===== config.mk =====
export PLATFORM = sky130hd
export DESIGN_NAME = sensor_frame_deframer_crc8_unit
export DESIGN_NICKNAME = d
export VERILOG_FILES = /design/src/rtl/core/sfd_pkg.sv /design/src/rtl/core/sensor_frame_deframer_crc8_unit.sv /design/src/rtl/core/sfd_ram.sv /design/src/rtl/core/sfd_rx.sv /design/src/rtl/core/sfd_emit.sv
export SDC_FILE = /design/constraint.sdc
export NUM_CORES = 1
export LEC_CHECK = 0
export BUFFER_PORTS_ARGS = -buffer_cell sky130_fd_sc_hd__buf_2
export CORE_ASPECT_RATIO = 1.5
export CORE_UTILIZATION = 60
export DETAILED_ROUTE_END_ITERATION = 10
export GPL_TIMING_DRIVEN = 0
export PLACE_DENSITY = 0.81
export SKIP_CTS_REPAIR_TIMING = 1
export SYNTH_ARGS = -nofsm -noshare
export SYNTH_HDL_FRONTEND = slang
export SYNTH_HIERARCHICAL = 1
export SYNTH_SLANG_ARGS = --single-unit

===== constraint.sdc =====
create_clock -name clk -period 5.8 [get_ports clk]
set_clock_uncertainty 0.1 [all_clocks]
set_input_delay 0.29 -clock clk [delete_from_list [all_inputs] [get_ports clk]]
set_output_delay 0.29 -clock clk [all_outputs]
set_load 0.01 [all_outputs]

===== src/rtl/core/sfd_pkg.sv =====
`timescale 1ns / 1ps

package sfd_pkg;

	localparam int MAX_FRAME_BYTES = 38;
	localparam int BYTE_CAP        = (MAX_FRAME_BYTES < 63) ? MAX_FRAME_BYTES : 63;
	localparam int CNT_W           = 6;
	localparam int PAY_FIRST       = 4;
	localparam int PAY_DEPTH       = 32;
	localparam int PAY_AW          = $clog2(PAY_DEPTH);
	localparam int TYPE_POS        = 3;
	localparam int FIELD_W         = 4;
	localparam int VALUE_W         = 32;
	localparam int IN_DATA_W       = 8;
	localparam int IN_USER_W       = 1;
	localparam int OUT_DATA_W      = ((FIELD_W + VALUE_W + 7) / 8) * 8;
	localparam int OUT_USER_W      = 3;
	localparam int CFG_INDEX_W     = 1;
	localparam int CFG_DATA_W      = 8;
	localparam logic [7:0] CRC_POLY_REFL = 8'h8C;
	localparam logic [7:0] SONAR_LIMIT_RST = 8'd40;

	typedef enum logic [1:0] {
		KIND_ODOM    = 2'd0,
		KIND_IMU     = 2'd1,
		KIND_SONAR   = 2'd2,
		KIND_BATTERY = 2'd3
	} kind_t;

	typedef enum logic [1:0] {
		ST_OK   = 2'd0,
		ST_CRC  = 2'd1,
		ST_TYPE = 2'd2
	} status_t;

	typedef enum logic [CFG_INDEX_W-1:0] {
		REG_KIND        = 1'b0,
		REG_SONAR_LIMIT = 1'b1
	} reg_index_t;

	typedef struct packed {
		logic    valid;
		status_t status;
		kind_t   kind;
	} rx_done_t;

	function automatic logic [CNT_W-1:0] frame_len(input kind_t kind);
		logic [CNT_W-1:0] len;
		unique case (kind)
			KIND_ODOM:    len = CNT_W'(14);
			KIND_IMU:     len = CNT_W'(38);
			KIND_SONAR:   len = CNT_W'(10);
			KIND_BATTERY: len = CNT_W'(10);
			default:      len = CNT_W'(14);
		endcase
		return len;
	endfunction

	function automatic logic [7:0] frame_type(input kind_t kind);
		logic [7:0] t;
		unique case (kind)
			KIND_ODOM:    t = 8'h12;
			KIND_IMU:     t = 8'h14;
			KIND_SONAR:   t = 8'h1A;
			KIND_BATTERY: t = 8'h08;
			default:      t = 8'h12;
		endcase
		return t;
	endfunction

	function automatic logic [7:0] crc8_update(input logic [7:0] crc, input logic [7:0] b);
		logic [7:0] c;
		c = crc ^ b;
		for (int k = 0; k < 8; k++) begin
			c = c[0] ? ((c >> 1) ^ CRC_POLY_REFL) : (c >> 1);
		end
		return c;
	endfunction

	// bytes per field: 1, 2 or 4
	function automatic logic [2:0] field_bytes(input kind_t kind, input logic [FIELD_W-1:0] fld);
		logic [2:0] nb;
		unique case (kind)
			KIND_IMU:   nb = (fld < FIELD_W'(6)) ? 3'd4 : 3'd2;
			KIND_SONAR: nb = 3'd1;
			default:    nb = 3'd2;
		endcase
		return nb;
	endfunction

	function automatic logic [FIELD_W-1:0] field_count(input kind_t kind);
		logic [FIELD_W-1:0] n;
		unique case (kind)
			KIND_ODOM:    n = FIELD_W'(4);
			KIND_IMU:     n = FIELD_W'(10);
			KIND_SONAR:   n = FIELD_W'(4);
			KIND_BATTERY: n = FIELD_W'(2);
			default:      n = FIELD_W'(4);
		endcase
		return n;
	endfunction

	function automatic logic [CNT_W-1:0] read_total(input kind_t kind);
		logic [CNT_W-1:0] n;
		unique case (kind)
			KIND_ODOM:    n = CNT_W'(8);
			KIND_IMU:     n = CNT_W'(32);
			KIND_SONAR:   n = CNT_W'(4);
			KIND_BATTERY: n = CNT_W'(4);
			default:      n = CNT_W'(8);
		endcase
		return n;
	endfunction

endpackage


===== src/rtl/core/sensor_frame_deframer_crc8_unit.sv =====
`timescale 1ns / 1ps

// Response frame deframer with CRC-8 (reflected 0x8C) check.
// Input stream: one frame byte per transaction in s_axis_tdata, s_axis_tuser
// marks the first byte of a frame. Bytes are taken one per cycle while the
// block collects a frame; CRC, position count and type byte sit in flops, the
// payload bytes go into a 32 x 8 synchronous RAM.
// On the final byte of a frame the block either queues one error result
// (status CRC or type) or walks the payload RAM, one read per cycle while the
// receiver takes results, building each field from 1, 2 or 4 bytes. An error
// result passes through the error state into the output register; a field is
// loaded into the output register from the RAM read register once its last
// byte has been read.
// While results are produced s_axis_tready is low; the next frame starts
// once the last result sits in the output register.
// A stalled receiver holds the output register and pauses the RAM walk.
// Config writes (index 0 kind, 1 sonar limit) are taken every cycle and must
// only happen while no frame is in flight.
// Reset clears counters, CRC, type byte, config and output valid; the payload
// RAM is not cleared and needs no clearing pass.
module sensor_frame_deframer_crc8_unit (
	input  logic                            clk,
	input  logic                            arst_n,
	input  logic                            s_axis_tvalid,
	output logic                            s_axis_tready,
	input  logic [sfd_pkg::IN_DATA_W-1:0]   s_axis_tdata,  // [7:0] rx_byte
	input  logic [sfd_pkg::IN_USER_W-1:0]   s_axis_tuser,  // [0] frame_start
	output logic                            m_axis_tvalid,
	input  logic                            m_axis_tready,
	output logic [sfd_pkg::OUT_DATA_W-1:0]  m_axis_tdata,  // [3:0] field_index, [35:4] field_value
	output logic [sfd_pkg::OUT_USER_W-1:0]  m_axis_tuser,  // [0] beyond_range, [2:1] status
	output logic                            m_axis_tlast,
	input  logic                            cfg_valid,
	output logic                            cfg_ready,
	input  logic [sfd_pkg::CFG_INDEX_W-1:0] cfg_index,
	input  logic [sfd_pkg::CFG_DATA_W-1:0]  cfg_data
);
	import sfd_pkg::*;

	kind_t              kind_q;
	logic [7:0]         sonar_limit_q;
	logic               in_accept;
	logic               emit_busy;
	rx_done_t           rx_done;
	logic               wr_en;
	logic [PAY_AW-1:0]  wr_addr;
	logic [7:0]         wr_data;
	logic               rd_en;
	logic [PAY_AW-1:0]  rd_addr;
	logic [7:0]         rd_data;
	logic [FIELD_W-1:0] out_index;
	logic [VALUE_W-1:0] out_value;
	logic               out_beyond;
	status_t            out_status;

	assign cfg_ready     = 1'b1;
	assign s_axis_tready = !emit_busy;
	assign in_accept     = s_axis_tvalid && s_axis_tready;

	always_ff @(posedge clk or negedge arst_n) begin
		if (!arst_n) begin
			kind_q        <= KIND_ODOM;
			sonar_limit_q <= SONAR_LIMIT_RST;
		end else if (cfg_valid && cfg_ready) begin
			unique case (reg_index_t'(cfg_index))
				REG_KIND:        kind_q <= kind_t'(cfg_data[1:0]);
				REG_SONAR_LIMIT: sonar_limit_q <= cfg_data;
				default:         sonar_limit_q <= sonar_limit_q;
			endcase
		end
	end

	sfd_rx u_rx (
		.clk        (clk),
		.arst_n     (arst_n),
		.in_accept  (in_accept),
		.rx_byte    (s_axis_tdata[7:0]),
		.frame_start(s_axis_tuser[0]),
		.kind       (kind_q),
		.wr_en      (wr_en),
		.wr_addr    (wr_addr),
		.wr_data    (wr_data),
		.done       (rx_done)
	);

	sfd_ram #(
		.WIDTH(8),
		.DEPTH(PAY_DEPTH)
	) u_payload_ram (
		.clk    (clk),
		.wr_en  (wr_en),
		.wr_addr(wr_addr),
		.wr_data(wr_data),
		.rd_en  (rd_en),
		.rd_addr(rd_addr),
		.rd_data(rd_data)
	);

	sfd_emit u_emit (
		.clk        (clk),
		.arst_n     (arst_n),
		.done       (rx_done),
		.sonar_limit(sonar_limit_q),
		.busy       (emit_busy),
		.rd_en      (rd_en),
		.rd_addr    (rd_addr),
		.rd_data    (rd_data),
		.out_valid  (m_axis_tvalid),
		.out_ready  (m_axis_tready),
		.out_index  (out_index),
		.out_value  (out_value),
		.out_beyond (out_beyond),
		.out_status (out_status),
		.out_last   (m_axis_tlast)
	);

	assign m_axis_tdata = {(OUT_DATA_W - FIELD_W - VALUE_W)'(0), out_value, out_index};
	assign m_axis_tuser = {out_status, out_beyond};

`ifndef ASSERT_OFF
	a_done_on_accept: assert property (@(posedge clk) disable iff (!arst_n)
		rx_done.valid |-> in_accept)
		else $error("frame end seen without an input transaction");

	a_error_result_shape: assert property (@(posedge clk) disable iff (!arst_n)
		(m_axis_tvalid && out_status != ST_OK) |->
		(m_axis_tlast && out_index == '0 && out_value == '0 && !out_beyond))
		else $error("error result carries field data or is not last");

	a_beyond_only_sonar_ok: assert property (@(posedge clk) disable iff (!arst_n)
		(m_axis_tvalid && out_beyond) |-> (out_status == ST_OK))
		else $error("beyond_range set on an error result");

	a_no_ram_write_while_busy: assert property (@(posedge clk) disable iff (!arst_n)
		rd_en |-> !wr_en)
		else $error("payload RAM written during field walk");
`endif

endmodule


===== src/rtl/core/sfd_ram.sv =====
`timescale 1ns / 1ps

module sfd_ram #(
	parameter int WIDTH = 8,
	parameter int DEPTH = 32
) (
	input  logic                     clk,
	input  logic                     wr_en,
	input  logic [$clog2(DEPTH)-1:0] wr_addr,
	input  logic [WIDTH-1:0]         wr_data,
	input  logic                     rd_en,
	input  logic [$clog2(DEPTH)-1:0] rd_addr,
	output logic [WIDTH-1:0]         rd_data
);

	logic [WIDTH-1:0] mem_q [DEPTH];

	always_ff @(posedge clk) begin
		if (wr_en) begin
			mem_q[wr_addr] <= wr_data;
		end
		if (rd_en) begin
			rd_data <= mem_q[rd_addr];
		end
	end

endmodule


===== src/rtl/core/sfd_rx.sv =====
`timescale 1ns / 1ps

module sfd_rx (
	input  logic                       clk,
	input  logic                       arst_n,
	input  logic                       in_accept,
	input  logic [7:0]                 rx_byte,
	input  logic                       frame_start,
	input  sfd_pkg::kind_t             kind,
	output logic                       wr_en,
	output logic [sfd_pkg::PAY_AW-1:0] wr_addr,
	output logic [7:0]                 wr_data,
	output sfd_pkg::rx_done_t          done
);
	import sfd_pkg::*;

	logic [CNT_W-1:0] byte_count_q;
	logic [7:0]       crc_q;
	logic [7:0]       type_q;
	logic [CNT_W-1:0] pos;
	logic [CNT_W-1:0] pay_off;
	logic [CNT_W:0]   pos_next;
	logic [CNT_W:0]   len_ext;
	logic [7:0]       crc_base;
	logic             in_body;
	logic             is_final;

	always_comb begin
		pos      = frame_start ? '0 : byte_count_q;
		crc_base = frame_start ? 8'h00 : crc_q;
		pos_next = {1'b0, pos} + (CNT_W+1)'(1);
		len_ext  = {1'b0, frame_len(kind)};
		in_body  = pos_next < len_ext;
		is_final = pos_next == len_ext;
		pay_off  = pos - CNT_W'(PAY_FIRST);
	end

	assign wr_en   = in_accept && in_body && (pos >= CNT_W'(PAY_FIRST))
		&& (pay_off < CNT_W'(PAY_DEPTH));
	assign wr_addr = pay_off[PAY_AW-1:0];
	assign wr_data = rx_byte;

	// CRC check wins over the type check
	always_comb begin
		done.valid = in_accept && is_final;
		done.kind  = kind;
		if (rx_byte != crc_base) begin
			done.status = ST_CRC;
		end else if (type_q != frame_type(kind)) begin
			done.status = ST_TYPE;
		end else begin
			done.status = ST_OK;
		end
	end

	always_ff @(posedge clk or negedge arst_n) begin
		if (!arst_n) begin
			byte_count_q <= '0;
			crc_q        <= '0;
			type_q       <= '0;
		end else if (in_accept) begin
			byte_count_q <= (pos < CNT_W'(BYTE_CAP)) ? pos + CNT_W'(1) : pos;
			crc_q        <= in_body ? crc8_update(crc_base, rx_byte) : crc_base;
			if (in_body && pos == CNT_W'(TYPE_POS)) begin
				type_q <= rx_byte;
			end
		end
	end

endmodule


===== src/rtl/core/sfd_emit.sv =====
`timescale 1ns / 1ps

module sfd_emit (
	input  logic                        clk,
	input  logic                        arst_n,
	input  sfd_pkg::rx_done_t           done,
	input  logic [7:0]                  sonar_limit,
	output logic                        busy,
	output logic                        rd_en,
	output logic [sfd_pkg::PAY_AW-1:0]  rd_addr,
	input  logic [7:0]                  rd_data,
	output logic                        out_valid,
	input  logic                        out_ready,
	output logic [sfd_pkg::FIELD_W-1:0] out_index,
	output logic [sfd_pkg::VALUE_W-1:0] out_value,
	output logic                        out_beyond,
	output sfd_pkg::status_t            out_status,
	output logic                        out_last
);
	import sfd_pkg::*;

	typedef enum logic [2:0] {
		S_COLLECT = 3'b001,
		S_ERROR   = 3'b010,
		S_EMIT    = 3'b100
	} emit_state_t;

	emit_state_t         state_q;
	kind_t               kind_q;
	status_t             err_q;
	logic [CNT_W-1:0]    rd_cnt_q;
	logic                pend_q;
	logic [FIELD_W-1:0]  fld_q;
	logic [1:0]          fb_q;
	logic [23:0]         acc_q;
	logic                out_valid_q;
	logic [FIELD_W-1:0]  out_index_q;
	logic [VALUE_W-1:0]  out_value_q;
	logic                out_beyond_q;
	status_t             out_status_q;
	logic                out_last_q;

	logic                out_free;
	logic [2:0]          nb;
	logic                field_end;
	logic                last_field;
	logic                consume;
	logic                issue;
	logic                load_err;
	logic                load_fld;
	logic [VALUE_W-1:0]  fld_value;

	always_comb begin
		out_free   = !out_valid_q || out_ready;
		nb         = field_bytes(kind_q, fld_q);
		field_end  = ({1'b0, fb_q} + 3'd1) == nb;
		last_field = fld_q == (field_count(kind_q) - FIELD_W'(1));
		// a finished field waits in the RAM read register until the output frees up
		consume    = (state_q == S_EMIT) && pend_q && (!field_end || out_free);
		issue      = (state_q == S_EMIT) && (rd_cnt_q < read_total(kind_q))
			&& (!pend_q || consume);
		load_err   = (state_q == S_ERROR) && out_free;
		load_fld   = consume && field_end;
		unique case (nb)
			3'd1:    fld_value = {24'h0, rd_data};
			3'd2:    fld_value = {{16{acc_q[7]}}, acc_q[7:0], rd_data};
			default: fld_value = {acc_q, rd_data};
		endcase
	end

	assign busy    = state_q != S_COLLECT;
	assign rd_en   = issue;
	assign rd_addr = rd_cnt_q[PAY_AW-1:0];

	always_ff @(posedge clk or negedge arst_n) begin
		if (!arst_n) begin
			state_q     <= S_COLLECT;
			kind_q      <= KIND_ODOM;
			err_q       <= ST_OK;
			rd_cnt_q    <= '0;
			pend_q      <= 1'b0;
			fld_q       <= '0;
			fb_q        <= '0;
			out_valid_q <= 1'b0;
		end else begin
			if (out_ready) begin
				out_valid_q <= 1'b0;
			end
			if (load_err || load_fld) begin
				out_valid_q <= 1'b1;
			end
			unique case (state_q)
				S_COLLECT: begin
					if (done.valid) begin
						kind_q   <= done.kind;
						err_q    <= done.status;
						rd_cnt_q <= '0;
						pend_q   <= 1'b0;
						fld_q    <= '0;
						fb_q     <= '0;
						state_q  <= (done.status == ST_OK) ? S_EMIT : S_ERROR;
					end
				end
				S_ERROR: begin
					if (load_err) begin
						state_q <= S_COLLECT;
					end
				end
				S_EMIT: begin
					if (issue) begin
						rd_cnt_q <= rd_cnt_q + CNT_W'(1);
					end
					pend_q <= issue || (pend_q && !consume);
					if (consume) begin
						if (field_end) begin
							fb_q  <= '0;
							fld_q <= fld_q + FIELD_W'(1);
							if (last_field) begin
								state_q <= S_COLLECT;
							end
						end else begin
							fb_q <= fb_q + 2'd1;
						end
					end
				end
				default: state_q <= S_COLLECT;
			endcase
		end
	end

	always_ff @(posedge clk) begin
		if (consume && !field_end) begin
			acc_q <= {acc_q[15:0], rd_data};
		end
		if (load_err) begin
			out_index_q  <= '0;
			out_value_q  <= '0;
			out_beyond_q <= 1'b0;
			out_status_q <= err_q;
			out_last_q   <= 1'b1;
		end else if (load_fld) begin
			out_index_q  <= fld_q;
			out_value_q  <= fld_value;
			out_beyond_q <= (kind_q == KIND_SONAR) && (rd_data > sonar_limit);
			out_status_q <= ST_OK;
			out_last_q   <= last_field;
		end
	end

	assign out_valid  = out_valid_q;
	assign out_index  = out_index_q;
	assign out_value  = out_value_q;
	assign out_beyond = out_beyond_q;
	assign out_status = out_status_q;
	assign out_last   = out_last_q;

endmodule

======== Word-level counts from Yosys, hierarchy flattened ========
Memory sizes are Yosys's and may differ from the RTL's. A register that Yosys moved wholly into a read port is not among the register bits.
Cells that the tools add are included.
operators by class
  add/subtract/negate cells ............... 8
  magnitude comparators ................... 7
  eq/ne operators ......................... 24
  multiplexer cells ....................... 48
  bitwise gates (word level) .............. 10
  reduce and logical (&&, ||, !) cells .... 43
operators by type and width
  cell                                                                     count
  8-bit 2-to-1 mux                                                         11
  32-bit case mux with 2 select lines                                      1
  6-bit case mux with 3 select lines                                       2
  8-bit case mux with 4 select lines                                       1
  6-bit 2-to-1 mux                                                         4
  2-bit NOT with 3-bit output                                              8
  3-bit 2-to-1 mux                                                         7
  8-bit inequality test                                                    2
  1-bit logical AND                                                        15
  2-bit 2-to-1 mux                                                         7
  6-bit by 1-bit adder with 6-bit output, second input constant            2
  6-bit less-than comparator, second input constant                        2
  4-bit 2-to-1 mux                                                         3
  4-bit case mux with 3 select lines                                       1
  6-bit case mux with 2 select lines                                       1
  2-bit by 1-bit inequality test with 1-bit output, second input constant  5
  2-bit AND reduction                                                      5
  3-bit case mux with 3 select lines                                       1
  2-bit equality test, second input constant                               4
  8-bit greater-than comparator                                            1
  4-bit case mux with 2 select lines                                       1
  8-bit XOR                                                                1
  6-bit by 1-bit adder with 7-bit output, second input constant            1
  7-bit by 6-bit equality test with 1-bit output                           1
  other kinds (31)                                                         53
word-level totals
  register bits ........................... 117
  RAM bits ................................ 256
  input bits .............................. 23
  word-level logic and storage cells ...... 160
  memories ................................ 1
memories
  memory               words  bits a word  read ports  clocked after Yosys merged registers in  write ports  line           RTL
  u_payload_ram.mem_q  32     8            1           1                                        1            sfd_ram.sv:16  logic [WIDTH-1:0] mem_q [DEPTH];

======== Depth between registers and ports, before layout ========
  word-level depth ........................ 19
  mapped depth ............................ 16

======== Cells and area by module ========
Netlist, hierarchy kept.
by module, submodules not included
  module                           times used  cells each  area each (um^2)  seq. area each (um^2)
  sfd_ram                          1           417         10133.5           7927.6
  sfd_emit                         1           372         3833.7            2068.2
  sfd_rx                           1           210         1928.1            550.5
  sensor_frame_deframer_crc8_unit  1           32          475.5             252.7

======== Worst setup path before layout ========
No wires, ideal clock.
  path kind ............................... input to register
  start ................................... input port s_axis_tuser
  end ..................................... memory u_payload_ram.mem_q[20][0] (enable)
  setup time .............................. 0.370 ns
  arrival time ............................ 4.152 ns
  data required time ...................... 5.330 ns
  path slack .............................. 1.178 ns
  stages .................................. 16
  buffers on the path ..................... 5
  path through ............................ buf_4 > clkbuf_1 > clkbuf_1 > nor2b_1 > ha_1 > xnor2_1 > ha_1 > a21oi_1 > nor2b_1 > o31a_1 > or3_1 > buf_6 > nor3_1 > or3b_2 > clkbuf_1 > nor2_1
between the ends
  elaborated cells between the ends (all ways) .. 11
  those cells by class .................... add/sub (2); order compare (3); mux (3); reduce/logical (3)
RTL lines
  item                                         line                                   RTL
  from (decl)                                  sensor_frame_deframer_crc8_unit.sv:27  input logic [sfd_pkg::IN_USER_W-1:0] s_axis_tuser,
  6-bit 2-to-1 mux                             sfd_rx.sv:29                           pos = frame_start ? '0 : byte_count_q;
  6-bit by 3-bit subtractor with 6-bit output  sfd_rx.sv:35                           pay_off = pos - CNT_W'(PAY_FIRST);
  via wr_addr[1]                               sensor_frame_deframer_crc8_unit.sv:46  logic [PAY_AW-1:0] wr_addr;
  6-bit less-than comparator                   sfd_rx.sv:39                           && (pay_off < CNT_W'(PAY_DEPTH));
  1-bit logical AND                            sfd_rx.sv:39
  via wr_en                                    sensor_frame_deframer_crc8_unit.sv:45  logic wr_en;
  1-bit 2-to-1 mux                             sfd_ram.sv:19                          if (wr_en) begin
  1-bit 2-to-1 mux (not written as such)       sfd_ram.sv:20                          mem_q[wr_addr] <= wr_data;
  to (decl)                                    sfd_ram.sv:16
The timed path passes the listed nets, and every way through them passes these cells.

======== Worst setup path after layout ========
  start ................................... input port s_axis_tuser
  end ..................................... memory u_payload_ram.mem_q[4][3] (enable)
The elaborated chain is that of the path after synthesis.

==> results.tsv <==
metric	value	unit
static leakage	0.00655	uW
WHS Endpoint	u_rx/type_q[1]	
initial antenna violation count	0	
Period minus WS final	5540	ps
r2r setup slk	690	ps
ys async rst share	0.139	
hpwl dp	24.4	mm
GR Overflow Total	0	
vias in the first global route	9554	
Crit Path Max Fanout	10	
GPL Wtd Cong	0.879	
layout cells sized above 1	0.251	
share of power burned in combinational logic	0.156	
sw frac	0.253	
Yosys top cell area share	0.532	
Max Buffers Root-to-Sink	3	
Hold/Removal Path Class	in -> reg	
number of flops mapped to enable cells by yosys	290	
Nets	1196	
FMAX	181	MHz
largest net degree at the start of global routing	54	
Die Ht	204	um
clock share of power	0.342	
DR vias	9149	
Yosys cell types	72	
Synth Area per Inst	15.9	sq um
FF+latch count, synth	381	
die footprint	28000	sq um
CTS clk-pin slew, worst paths	60	ps
RSZ-0062 raised after global routing	false	
Core Region	26700	sq um
max cap viols	0	
status	complete, no violations	
arrival time worst endpoint	5580	ps
Worst-Margin Slew	908	ps
row cnt	73	
Post-Place Setup Slack	-140	ps
Crit Path Category	in -> reg	
Yosys top cell by area	edfxtp_1	
setup violators final	0	
setup ws final	262	ps
critical path launch point type	primary input	
yosys warns	6	
IO Pins	70	
hold path depth	2	
Post-Route WL	35.3	mm
post-synthesis to final-layout area growth	11.8	%
P_int	4700	uW
CTS sink count	381	
setup TNS	0	ps
# H-tree levels	2	
ANT nets after route	0	
Hold WS	7.46	ps
starting density of the core	0.614	
ys flop type	edfxtp_1	
Slew headroom	0.390	
CTS tree	done	
Crit. End Element	flip-flop	
Seq pwr share	0.502	
worst skew pair latency	530	ps
Fin. Hold Viols	0	
synthesized area	16400	sq um
RR Startpoint	u_rx/byte_count_q[1]	
crit share post-route	0.955	
main area contributors after synthesis	edfxtp_1 (53%), mux4_2 (11%), dfrtp_1 (7.6%), dfxtp_1 (4.6%), ha_1 (2.3%)	
DRC viols	0	
synthesized instance count	1031	
PortBufs	62	
root buffer cell	clkbuf_16	
Iter 0 DRT Violations	628	
# diodes	0	
P_sw	1590	uW
Critical Path RT	5840	ps
Max VDD drop	0.302	mV
PwrDens	344	nW/um^2
wire per inst	23.5	um
Seq/Total Area, Yosys	0.660	
max-slew violation count	0	
Die Span X	137	um
Power Total	6290	uW
global-route wire length before repair	54.0	mm
1st-pass router iterations	6	
Vias/cell	6.09	
RR Endpoint	u_payload_ram/mem_q[4][3]	
hold path startpoint	s_axis_tdata[1]	
CTS Buf Count	34	
gr usage total	0.266	
worst-case reg-to-reg path depth	13	
==> sequential cells by signal (all words and copies together) (netlist names) <==
name and cells:
u_payload_ram/mem_q 256, u_emit/out_value 32, u_emit/acc_q 24, sonar_limit_q 8, u_payload_ram/rd_data 8, u_rx/crc_q 8, u_rx/type_q 8, u_emit/rd_cnt_q 6
u_rx/byte_count_q 6, u_emit/fld_q 4, u_emit/out_index 4, u_emit/state_q 3, kind_q 2, u_emit/err_q 2, u_emit/fb_q 2, u_emit/kind_q 2
u_emit/out_status 2, u_emit/out_beyond 1, u_emit/out_last 1, u_emit/out_valid 1, u_emit/pend_q 1
==> cell usage after synthesis (6+ instances only) <==
cell and count:
a211oi_1 6, ha_1 30, nand2b_1 11, nand3b_1 15, nand3_1 47, buf_1 6
mux2_4 16, inv_1 27, a21oi_1 28, o21ai_0 32, nor2b_1 13, nand2_1 58
edfxtp_1 290, nor2_1 70, mux2i_1 8, dfxtp_1 38, xnor2_1 26, xor2_1 9
buf_2 9, mux4_2 80, nor3_1 9, dfrtp_1 50, clkbuf_1 21, buf_4 28
mux2_2 13
==> routing by layer <==
layer	up-vias	global-route usage	wire (um)
met5	-	0	0
met4	0	0.145	1680
met3	102	0.0429	1650
met2	331	0.484	19400
met1	4588	0.291	12600
li1	4128	-	-
==> worst max path at each step <==
stage	from	endpoint	slack [ps]	depth (start not counted)
2_1_floorplan	s_axis_tuser	u_payload_ram/mem_q[20][0]	1180	16
3_3_place_gp	s_axis_tuser	u_payload_ram/mem_q[4][1]	-130	17
3_5_place_dp	s_axis_tuser	u_payload_ram/mem_q[4][4]	-140	17
4_1_cts	s_axis_tuser	u_payload_ram/mem_q[0][1]	400	17
5_1_grt	s_axis_tuser	u_payload_ram/mem_q[4][3]	50	17
6_report	s_axis_tuser	u_payload_ram/mem_q[4][3]	260	17
==> per-stage QoR <==
stage | cell area [sq um] | util | instances
after CTS | 18200 | 0.682 | 1493
after floorplan | 16400 | - | 1034
final | 18300 | 0.686 | 1503
after detailed placement | 17100 | 0.642 | 1434
after global placement | 17100 | 0.642 | 1433
after global routing | 18300 | 0.686 | 1503
==> area by class of cell <==
type | instances | area, sq um
flip-flops and latches | 381 | 10800
fillers | 1685 | 8380
multi-input cells | 558 | 5080
clock buffers | 43 | 936
repair buffers | 73 | 428
well taps | 337 | 422
plain buffers | 68 | 402
clock inverters | 16 | 125
inverters | 27 | 101
==> cells in the final DEF (no fill, tap or decap), drive strengths merged, types with 4 or more instances in the layout <==
cell type	n
and3	5
dfrtp	50
a21oi	30
nor3	10
mux2	32
ha	30
nor2	70
o32ai	4
nor2b	13
clkinv	12
conb	5
or3	4
nand4	4
clkbuf	64
dlygate4sd3	10
xnor2	28
buf	110
edfxtp	290
or3b	4
nor4	4
mux2i	8
nand3	47
xor2	9
a211oi	7
nand2	60
and2	4
mux4	80
nand2b	12
dfxtp	38
o21ai	34
nand3b	15
inv	29
==> critical path: stages <==
cell and delay, ps:
buf_2 90, buf_4 170, clkbuf_1 400, clkbuf_1 490, nor2b_1 230, ha_1 320, xnor2_1 280, ha_1 290
a21oi_1 150, nor2b_1 60, o31a_1 320, or3_1 370, buf_6 150, nor3_1 410, or3b_2 480, clkbuf_1 300
nor2_1 750
==> cell families (layout without fill, tap and decap cells) <==
kind of cell,after synthesis,in the layout,synth area share
AOI/OAI and AO/OA,109,109,0.0452
xor gates and xnor gates,38,38,0.0221
adders and majority gates,30,30,0.0229
buffers and inverters,95,227,0.0307
DFF,381,381,0.660
muxes,120,120,0.141
other,2,5,0.000459
and+or+nand+nor,256,256,0.0783
==> power groups by stage <==
stage / logic [uW] / clock network (uW) / registers [uW]
floorplan: 758 / 0 / 3180
global placement: 931 / 0 / 3210
detailed placement: 959 / 0 / 3210
CTS: 975 / 2190 / 3160
global route: 1060 / 2280 / 3170
finish: 982 / 2150 / 3160
(Power assumes the default switching activity.)
